===== src/hsc_pkg.sv =====
// Shared types, codes and helpers for the hitting set critical/uncovered engine.
// No dependencies.
package hsc_pkg;

  localparam int HSC_MAX_VERTICES = 32;
  localparam int HSC_MAX_EDGES    = 64;
  localparam int HSC_SLOTS_MAX    = 32;
  localparam int HSC_FRAMES       = 32;
  localparam int HSC_FRAME_W      = 5;
  localparam int HSC_LEVEL_W      = 6;
  localparam int HSC_MASK_W       = 64;
  localparam int HSC_SET_W        = 32;
  localparam int HSC_VTX_W        = 5;
  localparam int HSC_CNT_W        = 7;

  typedef logic [HSC_MASK_W-1:0] mask_t;

  typedef enum logic [1:0] {
    REQ_TEST   = 2'd0,
    REQ_ADD    = 2'd1,
    REQ_REMOVE = 2'd2,
    REQ_CLEAR  = 2'd3
  } req_t;

  localparam logic [1:0] ST_OK    = 2'd0;
  localparam logic [1:0] ST_VIOL  = 2'd1;
  localparam logic [1:0] ST_STACK = 2'd2;

  // Control word broadcast from the sequencer to every cell
  typedef struct packed {
    logic                 shift;
    logic                 clear;
    logic                 commit;
    logic [HSC_VTX_W-1:0] vertex;
    logic [HSC_SET_W-1:0] member;
    mask_t                edges;
    mask_t                vval;
  } cell_ctl_t;

  // Low min(count, max_edges) bits set
  function automatic mask_t edge_mask(logic [HSC_CNT_W-1:0] count, int max_edges);
    int n;
    n = (int'(count) > max_edges) ? max_edges : int'(count);
    if (n >= HSC_MASK_W) return '1;
    return (mask_t'(1) << n) - mask_t'(1);
  endfunction

endpackage


===== src/hsc_cell.sv =====
// One ring cell: holds the critical-edge mask of one vertex.
// Depends on hsc_pkg.
module hsc_cell #(
  parameter int IDX = 0
) (
  input  logic              clk,
  input  logic              rst_n,
  input  hsc_pkg::cell_ctl_t ctl,
  input  hsc_pkg::mask_t    d_in,
  output hsc_pkg::mask_t    q
);
  import hsc_pkg::*;

  mask_t q_r, q_nxt;

  // clear, end-of-add commit, or pass to neighbor during a walk
  always_comb begin
    q_nxt = q_r;
    if (ctl.clear) begin
      q_nxt = '0;
    end else if (ctl.commit) begin
      if (ctl.vertex == HSC_VTX_W'(IDX)) begin
        q_nxt = ctl.vval;
      end else if (ctl.member[IDX]) begin
        q_nxt = q_r & ~ctl.edges;
      end
    end else if (ctl.shift) begin
      q_nxt = d_in;
    end
  end

  always_ff @(posedge clk) begin
    if (!rst_n) begin
      q_r <= '0;
    end else begin
      q_r <= q_nxt;
    end
  end

  assign q = q_r;

endmodule


===== config.mk =====
export PLATFORM = sky130hd
export DESIGN_NAME = hsc_cell
export DESIGN_NICKNAME = d
export VERILOG_FILES = /design/src/hsc_pkg.sv /design/src/hsc_cell.sv
export SDC_FILE = /design/constraint.sdc
export NUM_CORES = 1
export LEC_CHECK = 0
export BUFFER_PORTS_ARGS = -buffer_cell sky130_fd_sc_hd__buf_2
export CORE_MARGIN = 2
export CORE_UTILIZATION = 30
export CTS_CLUSTER_DIAMETER = 80
export DETAILED_ROUTE_END_ITERATION = 8
export PLACE_DENSITY = 0.69
export SKIP_LAST_GASP = 1
export SYNTH_ARGS = -nofsm -noshare
export SYNTH_HDL_FRONTEND = slang
export SYNTH_SLANG_ARGS = --single-unit
export TNS_END_PERCENT = 50

===== constraint.sdc =====
create_clock -name clk -period 5.15 [get_ports clk]
set_input_delay 1.03 -clock clk [delete_from_list [all_inputs] [get_ports clk]]
set_output_delay 1.03 -clock clk [all_outputs]
set_load 0.02 [all_outputs]

Word-level counts from Yosys, hierarchy flattened

Cells that the tools add are included.

Equality and inequality tests: 1
Reductions and logical operators: 4
Multiplexer cells: 4
Bitwise logic cells: 3

Operators by type and width:

| kind                                                             | number |
|---|---|
| 64-bit 2-to-1 mux                                                | 4 |
| 64-bit bitwise AND                                               | 1 |
| 64-bit NOT                                                       | 1 |
| 5-bit logical NOT                                                | 1 |
| 3-bit by 2-bit != test with 1-bit output (second input constant) | 1 |
| 2-bit AND reduction                                              | 1 |
| 2-bit nonzero test                                               | 1 |
| 2-bit OR reduction                                               | 1 |
| 1-bit NOT                                                        | 1 |

Input bits: 234
Output and inout bits: 64
Register bits after elaboration: 64
Logic and storage cells: 13

Longest topological paths before layout

Depth after elaboration: 5
Mapped depth: 6
Mapped depth without buffers: 4

Worst setup path after synthesis

No wires, ideal clock.

Kind: in2reg
Start: input port ctl[161] (netlist name)
End: register q_r[52], in the netlist q[52]
Arrival: 2.402 ns
Setup slack: 2.689 ns
Buffers on the path: 2
Cell stages on the path: 6
Library setup time: 0.059 ns
Required time: 5.091 ns
Path through: or3_4 > or4b_1 > buf_6 > buf_6 > a21oi_1 > a22o_1

Word-level cells in the longest chain between the ends: 3
Elaborated cells between the ends (all ways): 5
Classes of those cells: eq/ne (1); mux (2); reduce/logical (2)

Ends and longest elaborated chain:

| item                                                                                           | line           | text |
|---|---|---|
| start: declaration                                                                             | hsc_cell.sv:8  | `input hsc_pkg::cell_ctl_t ctl,` |
| 5-bit logical NOT *                                                                            | hsc_cell.sv:22 | `if (ctl.vertex == HSC_VTX_W'(IDX)) begin` |
| 3-bit by 2-bit != test with 1-bit output (no source line) or 64-bit 2-to-1 mux (tied branches) | n/a            |  |
| 2-bit AND reduction (no source line) or 64-bit 2-to-1 mux (tied branches)                      | n/a            |  |
| end signal: assignment                                                                         | hsc_cell.sv:36 | `q_r <= q_nxt;` |
| end: declaration                                                                               | hsc_cell.sv:14 | `mask_t q_r, q_nxt;` |

Every way passes the cells marked *; elsewhere a longest branch is shown, timed or not.
A chain may end at the register's enable or synchronous reset.

Worst setup path in the final report

Start: input port ctl[161] (netlist name)
End: register q_r[20], in the netlist q[20]

Same word-level chain as after synthesis.

==> flow_metrics.env <==
export IMPL_start_kind="input port"
export IMPL_layout_drive_gt1_share_pct=39.89
export IMPL_p_int_w=0.001022
export IMPL_clkLatencyLatePin_ns=0.32
export IMPL_synthCells=529
export IMPL_multi_input_area_um2=2661
export IMPL_grt_pass1_wl_mm=23.70
export IMPL_clockBufferDepth=2
export IMPL_fin_total_pwr_w=0.001397
export IMPL_setup_worst_path_class="in2reg"
export IMPL_fp_coreArea_um2=13830
export IMPL_arrival_ns=3.38
export IMPL_p_switching_w=0.0003754
export IMPL_cts_buffers=9
export IMPL_utilization_pct=42.60
export IMPL_rrSetupSlack_ns=4.22
export IMPL_fin_area_um2=5891
export IMPL_root_buffer="clkbuf_16"
export IMPL_p_leak_nw=2.504
export IMPL_crit_path_end_kind="flop"
export IMPL_synth_edf_count=0
export IMPL_worst_pin_slew_ns=1.051
export IMPL_ff2ff_path_depth=4
export IMPL_drt_iter0_drc=309
export IMPL_antenna_left=0
export IMPL_hold_viol_final=0
export IMPL_finClkSkew_ns=0
export IMPL_cts_tree="yes"
export IMPL_ys_ff_latch=64
export IMPL_regToRegEndpoint="q[62]$_SDFFE_PP0P_"
export IMPL_dieArea_um2=15090
export IMPL_syn_area_per_cell_um2=8.009
export IMPL_synth_top_area_cell="dfxtp_1"
export IMPL_viasPerCell=5.478
export IMPL_async_flop_share_pct=0
export IMPL_fillers=1432
export IMPL_power_density_nw_per_um2=237.2
export IMPL_h_tree_depth=3
export IMPL_dp_cells=917
export IMPL_grt_overflow=0
export IMPL_wl_per_cell_um=17.06
export IMPL_placed_cell_area_um2=5600
export IMPL_io_buffers=266
export IMPL_slew_headroom_pct=29.77
export IMPL_yosysTopAreaCellShare_pct=30.24
export IMPL_max_freq_ghz=0.3166
export IMPL_holdCritPathClass="reg2reg"
export IMPL_min_period_over_period_pct=61.33
export IMPL_yosys_top_cells_area="dfxtp_1 (30%), a21oi_1 (15%), a22o_1 (13%), nor4b_1 (13%), nand2b_1 (9.5%)"
export IMPL_crit_end="q[20]$_SDFFE_PP0P_"
export IMPL_gp_congestion=0.7695
export IMPL_synth_common_cells="a21oi_1 (126), a22o_1 (64), dfxtp_1 (64), nand2b_1 (64), nor4b_1 (63)"
export IMPL_die_w_um=122.8
export IMPL_grt_setup_unrepaired="false"
export IMPL_max_cap_violations=0
export IMPL_slew_viol_final=0
export IMPL_seq_area_frac_synth_pct=30.24
export IMPL_path_max_fanout=65
export IMPL_vias=5111
export IMPL_clock_power_share_pct=42.9
export IMPL_nets=982
export IMPL_first_global_vias=4678
export IMPL_grt_usage_pct=19.87
export IMPL_fin_setup_tns_ns=0
export IMPL_antenna_found_initial=1
export IMPL_p_comb_share_pct=19.6
export IMPL_seqPwrFrac_pct=37.6
export IMPL_dr_pass1_iters=5
export IMPL_critPathLaunch="ctl[161]"
export IMPL_r2r_start="q[62]$_SDFFE_PP0P_"
export IMPL_cts_setup_buffers=0
export IMPL_finalSetupViolCount=0
export IMPL_synth_ff_type="dfxtp_1"
export IMPL_cp_required_ns=5.37
export IMPL_swShare_pct=26.87
export IMPL_ctsResizeCount=0
export IMPL_synthDistinctLibCells=20
export IMPL_finalNonFillerCells=933
export IMPL_layout_min_cycle_time_ns=3.159
export IMPL_grt_max_degree=70
export IMPL_drc=0
export IMPL_rows=43
export IMPL_syn_nets=763
export IMPL_seq_area_um2=1281
export IMPL_cts_clk_slew_worst_paths_ns=0.05
export IMPL_ios=298
export IMPL_status="complete, no violations"
export IMPL_cts_hold_buf=0
export IMPL_post_dp_hpwl_mm=10.67
export IMPL_start_util_pct=30.64
export IMPL_routed_wl_mm=15.92
export IMPL_synth_most_common_cell="a21oi_1"
export IMPL_largest_reg_flops=64
export IMPL_fp_dieH_um=122.8
export IMPL_clock_sinks=64
export IMPL_synthToLayoutAreaGrowth_pct=39.04
export IMPL_syn_area_um2=4237
export IMPL_ir_drop_mv=0.1263
export IMPL_yosysWarnings=0
per-stage QoR:
step	hold WS, ns	setup WS, ns
2_1_floorplan	0.6157	2.689
3_3_place_gp	0.4836	1.634
3_5_place_dp	0.4912	1.647
4_1_cts	0.5052	1.997
5_1_grt	0.5199	1.843
6_report	0.4992	1.991
layout make-up:
class / instances / area share (%)
inverter: 1 / 0.06372
antenna: 1 / 0.04248
tap: 180 / 3.823
timing repair buffer: 277 / 24.26
clock buffer: 11 / 4.121
clock inverter: 4 / 0.7647
sequential: 64 / 21.75
multi-input combinational: 395 / 45.18
power by group through the flow:
stage	registers, W	logic [W]	clock network, W
floorplan	0.000553	0.000132	0
global placement	0.000535	0.000271	0
detailed placement	0.000535	0.000272	0
CTS	0.000524	0.000274	0.000619
global route	0.000527	0.000298	0.000633
finish	0.000525	0.000273	0.000599
critical path, stage by stage:
cell	delay [ns]
buf_2	0.07
or3_4	0.12
buf_4	0.61
or2_2	0.79
buf_4	0.37
a311oi_1	0.14
a22o_1	0.23
logic make-up after synthesis:
| logic type | count (synthesis) | synth area share [%] |
|---|---|---|
| and+or+nand+nor | 139 | 24.28 |
| AOI/OAI and AO/OA | 256 | 38.01 |
| buffers and inverters | 70 | 7.472 |
| DFF | 64 | 30.24 |
worst min-delay path by stage:
| stage | cells past startpoint | to | slack [ns] | start |
|---|---|---|---|---|
| after floorplan | 1 | q[48]$_SDFFE_PP0P_ | 0.62 | q[48]$_SDFFE_PP0P_ |
| after global placement | 1 | q[62]$_SDFFE_PP0P_ | 0.48 | q[62]$_SDFFE_PP0P_ |
| after detailed placement | 1 | q[29]$_SDFFE_PP0P_ | 0.49 | q[29]$_SDFFE_PP0P_ |
| after CTS | 1 | q[20]$_SDFFE_PP0P_ | 0.51 | q[20]$_SDFFE_PP0P_ |
| after global routing | 1 | q[20]$_SDFFE_PP0P_ | 0.52 | q[20]$_SDFFE_PP0P_ |
| final | 1 | q[20]$_SDFFE_PP0P_ | 0.50 | q[20]$_SDFFE_PP0P_ |
per-layer routing:
| layer | vias to the layer above | wire, µm | track usage, % | share of wire [%] |
|---|---|---|---|---|
| met1 | 2372 | 6779 | 24.33 | 43 |
| met5 | - | 0 | 0 | 0 |
| met2 | 224 | 7602 | 34.05 | 48 |
| met3 | 24 | 1197 | 3.950 | 7.5 |
| met4 | 0 | 339 | 7.830 | 2.1 |
| li1 | 2491 | - | - | - |
placed cells by master, fill, tap and decap left out, types with 2 or more instances in the layout:
cell type,n
buf_2,265
a21oi_1,125
a22o_1,64
dfxtp_1,64
nand2b_1,63
nor4b_1,63
a31oi_1,60
buf_4,11
clkbuf_16,9
or2_2,3
nand2_1,3
a311oi_1,3
clkinv_2,3
nor2b_1,2
o21ai_0,2
No activity file was read; power rests on OpenSTA's default activity.
